## config.mk

```make
export PLATFORM = sky130hd
export DESIGN_NAME = i2c_master_event_sequencer_core
export DESIGN_NICKNAME = d
export VERILOG_FILES = /design/src/rtl/i2cms_pkg.sv /design/src/rtl/i2cms_in_stage.sv /design/src/rtl/i2cms_step.sv /design/src/rtl/i2cms_out_stage.sv /design/src/rtl/i2c_master_event_sequencer_core.sv
export SDC_FILE = /design/constraint.sdc
export NUM_CORES = 1
export LEC_CHECK = 0
export BUFFER_PORTS_ARGS = -buffer_cell sky130_fd_sc_hd__buf_2
export CORE_ASPECT_RATIO = 0.7
export CORE_MARGIN = 4
export CORE_UTILIZATION = 45
export CTS_BUF_LIST = sky130_fd_sc_hd__clkbuf_4
export DETAILED_ROUTE_END_ITERATION = 6
export PLACE_DENSITY = 0.69
export SYNTH_ARGS = -nofsm -noshare
export SYNTH_HDL_FRONTEND = slang
export SYNTH_HIERARCHICAL = 1
export SYNTH_SLANG_ARGS = --single-unit
```

## constraint.sdc

```tcl
create_clock -name clk -period 4.1 [get_ports clk]
set_input_delay 0.82 -clock clk [delete_from_list [all_inputs] [get_ports clk]]
set_output_delay 0.82 -clock clk [all_outputs]
set_load 0.02 [all_outputs]
```

## src/rtl/i2cms_pkg.sv

```systemverilog
package i2cms_pkg;

  // Sizing
  localparam int MAX_SEGMENTS = 16;
  localparam int LENGTH_BITS  = 16;
  localparam int IDX_W        = 16;
  localparam int SEG_W        = 5;

  localparam logic [LENGTH_BITS-1:0] IDX_MAX = '1;

  // Status register 1 bit positions
  localparam int SR_SB   = 0;
  localparam int SR_ADDR = 1;
  localparam int SR_BTF  = 2;
  localparam int SR_RXNE = 6;
  localparam int SR_TXE  = 7;
  localparam int SR_AF   = 10;

  typedef enum logic [1:0] {
    ST_BUSY   = 2'd0,
    ST_DONE   = 2'd1,
    ST_NACK   = 2'd2,
    ST_BUSERR = 2'd3
  } status_t;

  typedef enum logic [1:0] {
    ACK_KEEP = 2'd0,
    ACK_ON   = 2'd1,
    ACK_OFF  = 2'd2
  } ack_t;

  typedef enum logic [1:0] {
    FC_NONE = 2'd0,
    FC_AF   = 2'd1,
    FC_ALL  = 2'd2
  } flag_t;

  typedef enum logic {
    KIND_START = 1'b0,
    KIND_EVENT = 1'b1
  } kind_t;

  typedef struct packed {
    kind_t       kind;
    logic [4:0]  segment_count;
    logic [15:0] status_word;
    logic        transmitting;
    logic [7:0]  rx_byte;
    logic [6:0]  seg_address;
    logic        seg_read;
    logic [15:0] seg_length;
    logic [7:0]  tx_byte;
  } item_t;

  typedef struct packed {
    logic             handled;
    logic             clear_start;
    logic             start_request;
    ack_t             ack_action;
    logic             data_write_valid;
    logic [7:0]       data_write_value;
    flag_t            flag_clear;
    logic             rx_store_valid;
    logic [IDX_W-1:0] rx_index;
    logic             segment_advance;
    logic [IDX_W-1:0] byte_index_out;
    status_t          transfer_status;
  } result_t;

  // Flow control between the pipeline stages
  typedef struct packed {
    logic advance;
    logic fire;
  } flow_t;

endpackage

```

## src/rtl/i2cms_in_stage.sv

```systemverilog
module i2cms_in_stage (
  input  logic                clk,
  input  logic                rst_n,
  input  logic                in_valid,
  output logic                in_stall,
  input  i2cms_pkg::item_t    in_item,
  input  i2cms_pkg::flow_t    flow,
  output logic                s1_valid,
  output i2cms_pkg::item_t    s1_item
);

  logic             s1_vld_r;
  i2cms_pkg::item_t item_r;

  // Hold the staged item while the result side cannot take it
  assign in_stall = s1_vld_r & ~flow.advance;

  // Control: stage valid
  always_ff @(posedge clk) begin
    if (!rst_n) begin
      s1_vld_r <= 1'b0;
    end else if (!in_stall) begin
      s1_vld_r <= in_valid;
    end
  end

  // Payload: capture on transfer
  always_ff @(posedge clk) begin
    if (!in_stall && in_valid) begin
      item_r <= in_item;
    end
  end

  assign s1_valid = s1_vld_r;
  assign s1_item  = item_r;

endmodule

```

## src/rtl/i2cms_step.sv

```systemverilog
module i2cms_step (
  input  logic                clk,
  input  logic                rst_n,
  input  i2cms_pkg::flow_t    flow,
  input  i2cms_pkg::item_t    item,
  output i2cms_pkg::result_t  res
);

  localparam int LB = i2cms_pkg::LENGTH_BITS;

  logic [LB-1:0]                  bi_r, bi_nxt;
  logic [i2cms_pkg::SEG_W-1:0]    seg_r, seg_nxt;
  i2cms_pkg::status_t             st_r, st_nxt;

  logic [LB:0]                    bi_inc;
  logic [LB:0]                    len_x;
  logic [LB-1:0]                  bi_bump;
  logic [i2cms_pkg::SEG_W-1:0]    cnt;
  logic [15:0]                    sr;
  logic                           txe_only;
  logic                           end_seg;

  assign sr       = item.status_word;
  assign bi_inc   = {1'b0, bi_r} + {{LB{1'b0}}, 1'b1};
  assign len_x    = {1'b0, item.seg_length[LB-1:0]};
  assign bi_bump  = (bi_r == i2cms_pkg::IDX_MAX) ? bi_r : bi_inc[LB-1:0];
  assign txe_only = (sr == (16'd1 << i2cms_pkg::SR_TXE));

  // Clamp the segment count to at least one and at most the maximum
  always_comb begin
    cnt = item.segment_count;
    if (cnt == '0) begin
      cnt = {{(i2cms_pkg::SEG_W-1){1'b0}}, 1'b1};
    end
    if (int'(cnt) > i2cms_pkg::MAX_SEGMENTS) begin
      cnt = i2cms_pkg::SEG_W'(i2cms_pkg::MAX_SEGMENTS);
    end
  end

  // Decode the event against the sequencer state
  always_comb begin
    res     = '0;
    bi_nxt  = bi_r;
    seg_nxt = seg_r;
    st_nxt  = st_r;
    end_seg = 1'b0;

    if (item.kind == i2cms_pkg::KIND_START) begin
      seg_nxt           = cnt;
      bi_nxt            = '0;
      st_nxt            = i2cms_pkg::ST_BUSY;
      res.handled       = 1'b1;
      res.start_request = 1'b1;
    end else if (sr != '0) begin
      res.handled = 1'b1;
      if (st_r != i2cms_pkg::ST_BUSY) begin
        // idle: drop the event
      end else if (sr[i2cms_pkg::SR_SB]) begin
        res.clear_start      = 1'b1;
        res.data_write_valid = 1'b1;
        res.data_write_value = {item.seg_address, item.seg_read};
      end else if (sr[i2cms_pkg::SR_AF]) begin
        res.flag_clear = i2cms_pkg::FC_AF;
        st_nxt         = i2cms_pkg::ST_NACK;
      end else if (sr[i2cms_pkg::SR_ADDR] | sr[i2cms_pkg::SR_TXE] |
                   sr[i2cms_pkg::SR_BTF]  | sr[i2cms_pkg::SR_RXNE]) begin
        // a lone TXE waits for the following event
        if (!txe_only) begin
          res.ack_action = (bi_inc == len_x) ? i2cms_pkg::ACK_OFF : i2cms_pkg::ACK_ON;
          if (item.transmitting) begin
            if ({1'b0, bi_r} < len_x) begin
              res.data_write_valid = 1'b1;
              res.data_write_value = item.tx_byte;
              bi_nxt               = bi_bump;
            end else begin
              end_seg = 1'b1;
            end
          end else if (sr[i2cms_pkg::SR_RXNE]) begin
            res.rx_store_valid = 1'b1;
            res.rx_index       = i2cms_pkg::IDX_W'(bi_r);
            bi_nxt             = bi_bump;
            end_seg            = (bi_inc >= len_x);
          end
        end
      end else begin
        res.flag_clear = i2cms_pkg::FC_ALL;
        st_nxt         = i2cms_pkg::ST_BUSERR;
      end
    end

    // Finish the transfer or move on to the next segment
    if (end_seg) begin
      if (seg_r <= i2cms_pkg::SEG_W'(1)) begin
        seg_nxt = '0;
        st_nxt  = i2cms_pkg::ST_DONE;
      end else begin
        seg_nxt             = seg_r - i2cms_pkg::SEG_W'(1);
        bi_nxt              = '0;
        res.start_request   = 1'b1;
        res.segment_advance = 1'b1;
      end
    end

    res.byte_index_out  = i2cms_pkg::IDX_W'(bi_nxt);
    res.transfer_status = st_nxt;
  end

  // Commit state when the item moves to the result register
  always_ff @(posedge clk) begin
    if (!rst_n) begin
      bi_r  <= '0;
      seg_r <= '0;
      st_r  <= i2cms_pkg::ST_DONE;
    end else if (flow.fire) begin
      bi_r  <= bi_nxt;
      seg_r <= seg_nxt;
      st_r  <= st_nxt;
    end
  end

endmodule

```

## src/rtl/i2cms_out_stage.sv

```systemverilog
module i2cms_out_stage (
  input  logic                clk,
  input  logic                rst_n,
  input  logic                s1_valid,
  input  i2cms_pkg::result_t  res,
  output i2cms_pkg::flow_t    flow,
  output logic                out_valid,
  input  logic                out_stall,
  output i2cms_pkg::result_t  out_res
);

  logic               out_vld_r;
  i2cms_pkg::result_t res_r;

  // Advance whenever the result register is empty or being drained
  assign flow.advance = ~out_vld_r | ~out_stall;
  assign flow.fire    = s1_valid & flow.advance;

  // Control: result valid
  always_ff @(posedge clk) begin
    if (!rst_n) begin
      out_vld_r <= 1'b0;
    end else if (flow.advance) begin
      out_vld_r <= s1_valid;
    end
  end

  // Payload: load on each new result
  always_ff @(posedge clk) begin
    if (flow.fire) begin
      res_r <= res;
    end
  end

  assign out_valid = out_vld_r;
  assign out_res   = res_r;

endmodule

```

## src/rtl/i2c_master_event_sequencer_core.sv

```systemverilog
// I2C master transfer sequencer.
// Input channel (in_*): a start item (kind 0) loads the segment count and
// asks for a start condition; an event item (kind 1) carries the controller
// status word, transmitter-mode bit, received byte and the current segment's
// address, direction, length and transmit byte. Each accepted item yields
// exactly one result on the output channel (out_*): start/ACK/data-register
// actions, flag clears, receive store position, segment advance, new byte
// index and transfer status.
// Flow: an accepted item is held in the input register, decoded by one level
// of logic, and its result loaded into the result register. Throughput is one
// item per cycle while out_stall is low; the byte index, segment counter and
// status are updated when the item moves into the result register.
// Stall: while out_stall holds a result, one more item may sit in the input
// register; in_stall rises only when both registers are full.
// Reset (rst_n low, synchronous): both registers empty, byte index and
// segment count zero, status done, so events are ignored until a start item.
module i2c_master_event_sequencer_core (
  input  logic        clk,
  input  logic        rst_n,
  input  logic        in_valid,
  output logic        in_stall,
  input  logic        in_kind,
  input  logic [4:0]  in_segment_count,
  input  logic [15:0] in_status_word,
  input  logic        in_transmitting,
  input  logic [7:0]  in_rx_byte,
  input  logic [6:0]  in_seg_address,
  input  logic        in_seg_read,
  input  logic [15:0] in_seg_length,
  input  logic [7:0]  in_tx_byte,
  output logic        out_valid,
  input  logic        out_stall,
  output logic        out_handled,
  output logic        out_clear_start,
  output logic        out_start_request,
  output logic [1:0]  out_ack_action,
  output logic        out_data_write_valid,
  output logic [7:0]  out_data_write_value,
  output logic [1:0]  out_flag_clear,
  output logic        out_rx_store_valid,
  output logic [15:0] out_rx_index,
  output logic        out_segment_advance,
  output logic [15:0] out_byte_index_out,
  output logic [1:0]  out_transfer_status
);

  i2cms_pkg::item_t   in_item;
  i2cms_pkg::item_t   s1_item;
  i2cms_pkg::result_t step_res;
  i2cms_pkg::result_t out_res;
  i2cms_pkg::flow_t   flow;
  logic               s1_valid;

  // Pack the input fields
  always_comb begin
    in_item.kind          = i2cms_pkg::kind_t'(in_kind);
    in_item.segment_count = in_segment_count;
    in_item.status_word   = in_status_word;
    in_item.transmitting  = in_transmitting;
    in_item.rx_byte       = in_rx_byte;
    in_item.seg_address   = in_seg_address;
    in_item.seg_read      = in_seg_read;
    in_item.seg_length    = in_seg_length;
    in_item.tx_byte       = in_tx_byte;
  end

  i2cms_in_stage u_in (
    .clk      (clk),
    .rst_n    (rst_n),
    .in_valid (in_valid),
    .in_stall (in_stall),
    .in_item  (in_item),
    .flow     (flow),
    .s1_valid (s1_valid),
    .s1_item  (s1_item)
  );

  i2cms_step u_step (
    .clk   (clk),
    .rst_n (rst_n),
    .flow  (flow),
    .item  (s1_item),
    .res   (step_res)
  );

  i2cms_out_stage u_out (
    .clk       (clk),
    .rst_n     (rst_n),
    .s1_valid  (s1_valid),
    .res       (step_res),
    .flow      (flow),
    .out_valid (out_valid),
    .out_stall (out_stall),
    .out_res   (out_res)
  );

  // Unpack the result fields
  assign out_handled          = out_res.handled;
  assign out_clear_start      = out_res.clear_start;
  assign out_start_request    = out_res.start_request;
  assign out_ack_action       = out_res.ack_action;
  assign out_data_write_valid = out_res.data_write_valid;
  assign out_data_write_value = out_res.data_write_value;
  assign out_flag_clear       = out_res.flag_clear;
  assign out_rx_store_valid   = out_res.rx_store_valid;
  assign out_rx_index         = out_res.rx_index;
  assign out_segment_advance  = out_res.segment_advance;
  assign out_byte_index_out   = out_res.byte_index_out;
  assign out_transfer_status  = out_res.transfer_status;

endmodule

```

# Yosys cells after proc, flatten, opt, wreduce, memory -nomap -nowiden

Cells that the tools add are included.

Flip-flop bits (word level): 132
Input bits: 67
Output and inout bits: 54
Logic and storage cells: 114

$add $sub $neg: 2
$lt $le $gt $ge: 4
Equal/unequal tests: 4
Multiplexer cells: 53
Bitwise operators: 13
Reduce and logical (&&, ||, !) cells: 12

Operator list:

| operator                                                       | number |
|---|---|
| 2-to-1 mux 16 bit                                              | 13 |
| 2-to-1 mux 9 bit                                               | 6 |
| 2-to-1 mux 5 bit                                               | 5 |
| 2-to-1 mux 2 bit                                               | 11 |
| adder 16 x 1 -> 17 bit, second input constant                  | 1 |
| equality test 17 x 16 -> 1 bit                                 | 1 |
| >= comparator 17 x 16 -> 1 bit                                 | 1 |
| 2-to-1 mux 1 bit                                               | 17 |
| 2-to-1 mux 17 bit                                              | 1 |
| equality test 16 bit, second input constant                    | 1 |
| equality test 16 x 8 -> 1 bit, second input constant           | 1 |
| < comparator 16 bit                                            | 1 |
| nonzero test 16 bit                                            | 1 |
| OR reduction 9 bit                                             | 1 |
| OR reduction 8 bit                                             | 1 |
| NOT 1 bit                                                      | 7 |
| OR reduction 7 bit                                             | 1 |
| > comparator 5 bit, second input constant                      | 1 |
| less-or-equal comparator 5 x 1 -> 1 bit, second input constant | 1 |
| logical NOT 5 bit                                              | 1 |
| OR reduction 5 bit                                             | 1 |
| subtractor 5 x 1 -> 5 bit, second input constant               | 1 |
| bitwise OR 1 bit                                               | 4 |
| OR reduction 4 bit                                             | 1 |
| 7 further kinds                                                | 8 |

# Logic depth before layout (Yosys ltp)

Depth after elaboration: 13
Mapped depth: 17
Mapped depth without buffers: 14

# Modules after synthesis

The synthesis kept the hierarchy.

By module, submodules not included:

| module          | instances | cells each | area each (sq um) |
|---|---|---|---|
| i2cms_step      | 1         | 421        | 3054.2 |
| i2cms_in_stage  | 1         | 67         | 1939.4 |
| i2cms_out_stage | 1         | 57         | 1602.8 |

# Worst setup path after synthesis

Ideal clock, no wire load.

Kind: input to register
From: input port out_stall
To: register u_in.item_r (netlist bit u_in/s1_item[0]), enable pin
Setup time: 492 ps
Arrival: 3823 ps
Path slack: -215 ps
Cell stages on the path: 3
Path buffers: 0
Cell sequence: nand2_1 > nor2b_4 > nor2b_1

Word-level cells in the longest chain between the ends: 6

RTL lines:

| what                 | RTL line                              | source |
|---|---|---|
| start, declared      | i2c_master_event_sequencer_core.sv:32 | `input logic out_stall,` |
| NOT 1 bit            | i2cms_out_stage.sv:16                 | `assign flow.advance = ~out_vld_r \| ~out_stall;` |
| bitwise OR 1 bit     | i2cms_out_stage.sv:16                 |  |
| NOT 1 bit            | i2cms_in_stage.sv:16                  | `assign in_stall = s1_vld_r & ~flow.advance;` |
| bitwise AND 1 bit    | i2cms_in_stage.sv:16                  |  |
| net in_stall         | i2c_master_event_sequencer_core.sv:21 | `output logic in_stall,` |
| logical NOT 1 bit    | --                                    |  |
| logical AND 1 bit    | i2cms_in_stage.sv:29                  | `if (!in_stall && in_valid) begin` |
| end signal, assigned | i2cms_in_stage.sv:30                  | `item_r <= in_item;` |
| end, declared        | i2cms_in_stage.sv:13                  | `i2cms_pkg::item_t item_r;` |

The timed path passes the listed nets, and every way through them passes these cells.
A chain may end at the register's enable or synchronous reset.

==> metrics.txt <==
# TYPE chip_impl_metric gauge
chip_impl_metric{name="pwr_density_cell",unit="nW/um^2"} 351
chip_impl_metric{name="netlist_instances",unit=""} 537
chip_impl_metric{name="routed_wire_length_per_instance",unit="microns"} 17.6
chip_impl_metric{name="synth.avg_cell_area",unit="sq um"} 11.8
chip_impl_info{name="critical_path_class",value="register to register"} 1
chip_impl_metric{name="timing.setup.tns",unit="ns"} 0
chip_impl_metric{name="timing.fmax",unit="MHz"} 255
chip_impl_metric{name="remaining_drc_errors",unit=""} 0
chip_impl_metric{name="hold_viol",unit=""} 0
chip_impl_metric{name="detailroute.wirelength.met3",unit="microns"} 1670
chip_impl_info{name="unrepaired_setup_endpoints_after_global_routing",value="false"} 1
chip_impl_info{name="clock-root-buffer",value="clkbuf_4"} 1
chip_impl_metric{name="grt_overflow_total",unit=""} 0
chip_impl_metric{name="hold_path_depth",unit=""} 1
chip_impl_metric{name="met2_wirelength",unit="microns"} 6440
chip_impl_metric{name="power.share.sequential",unit="%"} 57.2
chip_impl_info{name="cp-end-kind",value="register"} 1
chip_impl_metric{name="viasPerCell",unit=""} 5.58
chip_impl_info{name="timing.hold.worst_endpoint",value="u_in/s1_item[10]"} 1
chip_impl_metric{name="detail_route.first_pass.iterations",unit=""} 7
chip_impl_metric{name="cell_area_synth",unit="sq um"} 6360
chip_impl_info{name="crit_path_top_delay_cell",value="dfxtp_1"} 1
chip_impl_metric{name="area_delta_synth_final",unit="%"} 19.8
chip_impl_metric{name="placement.setup.worst_slack",unit="ns"} -0.0861
chip_impl_metric{name="io_pins",unit=""} 121
chip_impl_metric{name="start_util",unit="%"} 45.8
chip_impl_metric{name="dr_total_vias",unit=""} 4906
chip_impl_metric{name="power.combinational.fraction",unit="%"} 8.0
chip_impl_metric{name="slew_viol_final",unit=""} 0
chip_impl_metric{name="power.clock.fraction",unit="%"} 34.8
chip_impl_metric{name="final_min_period_over_clock_period",unit="%"} 95.8
chip_impl_info{name="tritoncts_clock_tree",value="built"} 1
chip_impl_metric{name="m1WireLength",unit="microns"} 7140
chip_impl_metric{name="io_buffer_count",unit=""} 112
chip_impl_metric{name="initialDrtViolationCount",unit=""} 546
chip_impl_info{name="top_layer_used",value="met4"} 1
chip_impl_metric{name="critical_path_required",unit="ns"} 4.36
chip_impl_metric{name="number_of_antenna_cells_inserted",unit=""} 0
chip_impl_metric{name="cts_max_path_buffers",unit=""} 2
chip_impl_metric{name="number_of_maximum_capacitance_constraint_violations",unit=""} 0
chip_impl_metric{name="leakage",unit="nW"} 3.07
chip_impl_metric{name="dpl_cell_area",unit="sq um"} 7290
chip_impl_info{name="crit_path_cell_trace",value="and4_1 > nor2b_2 > nor2b_1 > and2_0 > xor2_1 > ha_1 > nand3_1 > or3_1 > o41a_1 > o2111a_1 > o21a_1 > inv_6 > a311oi_1 > a21boi_2"} 1
chip_impl_metric{name="floorplan.die_area",unit="sq um"} 16100
chip_impl_metric{name="grt_usage",unit="%"} 19.3
chip_impl_metric{name="cp_slowest_stage_delay",unit="ns"} 0.45
chip_impl_metric{name="final.setup_skew",unit="ns"} 0.0213
chip_impl_metric{name="worstPathArrival",unit="ns"} 4.19
chip_impl_metric{name="mappedNetlistNets",unit=""} 639
chip_impl_metric{name="sw_power",unit="mW"} 0.662
chip_impl_metric{name="yosysWarningCount",unit=""} 6
chip_impl_info{name="r2r-start",value="u_step/bi_r[0]"} 1
chip_impl_metric{name="cts_sinks",unit=""} 132
chip_impl_metric{name="place.gp.congestion",unit=""} 0.981
chip_impl_metric{name="die_w",unit="microns"} 150
chip_impl_metric{name="setup-violations-final",unit=""} 0
chip_impl_metric{name="antenna_violating_nets_post_route",unit=""} 0
chip_impl_metric{name="maximum_number_of_pins_on_one_net_before_global_route_repair",unit=""} 56
chip_impl_metric{name="final_critical_path_setup_slack",unit="ns"} 0.171
chip_impl_metric{name="antenna_violations_before_repair",unit=""} 0
chip_impl_metric{name="cts-buffers-inserted",unit=""} 17
chip_impl_metric{name="switching_share",unit="%"} 24.7
chip_impl_info{name="min_path_type",value="primary input to register"} 1
chip_impl_metric{name="number_of_global_route_vias_before_repair",unit=""} 4692
chip_impl_metric{name="timing.final.crit_period",unit="ns"} 3.93
chip_impl_info{name="worst_hold_path_startpoint",value="in_seg_length[2]"} 1
chip_impl_metric{name="cts-hold-fix-buffers",unit=""} 0
chip_impl_metric{name="htreeDepth",unit=""} 4
chip_impl_metric{name="power_report.internal_total",unit="mW"} 2.01
chip_impl_metric{name="die-height",unit="microns"} 107
chip_impl_metric{name="dp_hpwl",unit="microns"} 11500
chip_impl_metric{name="max-slew-margin-rel",unit="%"} 53.3
chip_impl_metric{name="cts.clk_slew.worst_paths",unit="ns"} 0.13
chip_impl_info{name="startpoint_type",value="register"} 1
chip_impl_info{name="critical_path.reg2reg.endpoint",value="u_out/out_res[4]"} 1
chip_impl_metric{name="clock_latency",unit="ns"} 0.53
chip_impl_metric{name="grt_pass1_wl",unit="microns"} 24000
chip_impl_metric{name="tightestPinTransition",unit="ns"} 0.693
chip_impl_metric{name="drive_gt1_share",unit="%"} 28.3
chip_impl_metric{name="critical_path_peak_fanout",unit=""} 11
chip_impl_metric{name="worst-r2r-cell-count",unit=""} 14
chip_impl_metric{name="rows",unit=""} 36
chip_impl_metric{name="final_cell_area",unit="sq um"} 7610
chip_impl_metric{name="finalPower",unit="mW"} 2.67
chip_impl_metric{name="reg2reg_slack",unit="ns"} 0.17
chip_impl_metric{name="nFillCells",unit=""} 1218
chip_impl_info{name="run_status",value="complete, no violations"} 1
chip_impl_metric{name="finish.net_count",unit=""} 778
chip_impl_metric{name="worst_ir_drop_vdd",unit="V"} 0.000171
chip_impl_metric{name="routed_wl",unit="microns"} 15400
chip_impl_metric{name="core_area",unit="sq um"} 13900
[what timing repair did]
item	in CTS	in global routing
pin swaps	0	0
setup buffers	0	0
gates resized for setup	2	5
setup endpoints to repair	1	11
[how the worst max path moves through the flow]
stage	slack, ns	from	cells after the start	endpoint
3_5_place_dp	-0.09	u_step/bi_r[1]	14	u_out/out_res[4]
5_1_grt	0.002	u_step/bi_r[0]	15	u_step/bi_r[8]
3_3_place_gp	0.07	u_step/bi_r[1]	14	u_out/out_res[4]
2_1_floorplan	0.15	out_stall	3	u_in/s1_item[0]
4_1_cts	0.04	u_step/bi_r[1]	14	u_out/out_res[4]
6_report	0.17	u_step/bi_r[0]	14	u_out/out_res[4]
[state kept, by name, indices dropped and copies added (netlist names)]
name             count
u_out/out_res       52
u_step/seg_r         5
u_out/out_valid      1
u_step/bi_r         16
u_step/st_r          2
u_in/s1_valid        1
u_in/s1_item        55
[power by group through the flow]
stage / sequential (mW) / clock, mW / combinational (mW)
floorplan: 1.58 / 0 / 0.104
global placement: 1.56 / 0 / 0.206
detailed placement: 1.56 / 0 / 0.214
CTS: 1.53 / 0.953 / 0.215
global route: 1.53 / 1.02 / 0.236
finish: 1.53 / 0.931 / 0.215
[stage by stage]
stage | instances | hold slack [ns] | util [%]
after floorplan | 537 | 0.473 | -
after global placement | 847 | 0.487 | 52.6
after detailed placement | 847 | 0.505 | 52.6
after CTS | 879 | 0.401 | 54.8
after global routing | 879 | 0.383 | 54.9
final | 879 | 0.456 | 54.9
[critical path: cells and delay by family (launching register included)]
| family | cells | cell delay [ns] |
|---|---|---|
| AND/OR/NAND/NOR | 6 | 1.56 |
| AO/OA/AOI/OAI | 5 | 1.12 |
| flip-flops | 1 | 0.45 |
| adder cells (fa/ha/maj) | 1 | 0.28 |
| buffers and inverters | 1 | 0.13 |
| XOR/XNOR | 1 | 0.10 |
[layout by cell type (no fill, tap or decap), types with 7 or more instances in the layout]
| cell type | count |
|---|---|
| a211oi_1 | 8 |
| a21oi_1 | 34 |
| a22o_1 | 8 |
| a31oi_1 | 13 |
| and2_1 | 17 |
| and3_1 | 8 |
| buf_2 | 112 |
| buf_4 | 35 |
| clkbuf_4 | 17 |
| dfxtp_1 | 24 |
| edfxtp_1 | 107 |
| ha_1 | 34 |
| inv_1 | 30 |
| nand2_1 | 27 |
| nand3_1 | 18 |
| nand4_1 | 12 |
| nor2_1 | 28 |
| nor3_1 | 14 |
| nor4_1 | 8 |
| o21a_1 | 7 |
| o21ai_0 | 18 |
| xnor2_1 | 9 |
[per-layer routing]
metal	global-route usage (%)	up-vias
li1	-	2334
met1	28.2	2290
met2	27.5	262
met3	6.10	20
met4	5.87	0
met5	0	-
[area by class of cell]
type | instances | area [sq um] | share of cell area (%)
Inverter | 31 | 121 | 1.59
Clock buffer | 17 | 128 | 1.68
Multi-Input combinational cell | 347 | 2410 | 31.6
Tap cell | 190 | 238 | 3.12
Sequential cell | 132 | 3710 | 48.8
Timing Repair Buffer | 147 | 823 | 10.8
Clock inverter | 15 | 180 | 2.37
No activity file was read; power rests on OpenSTA's default activity.
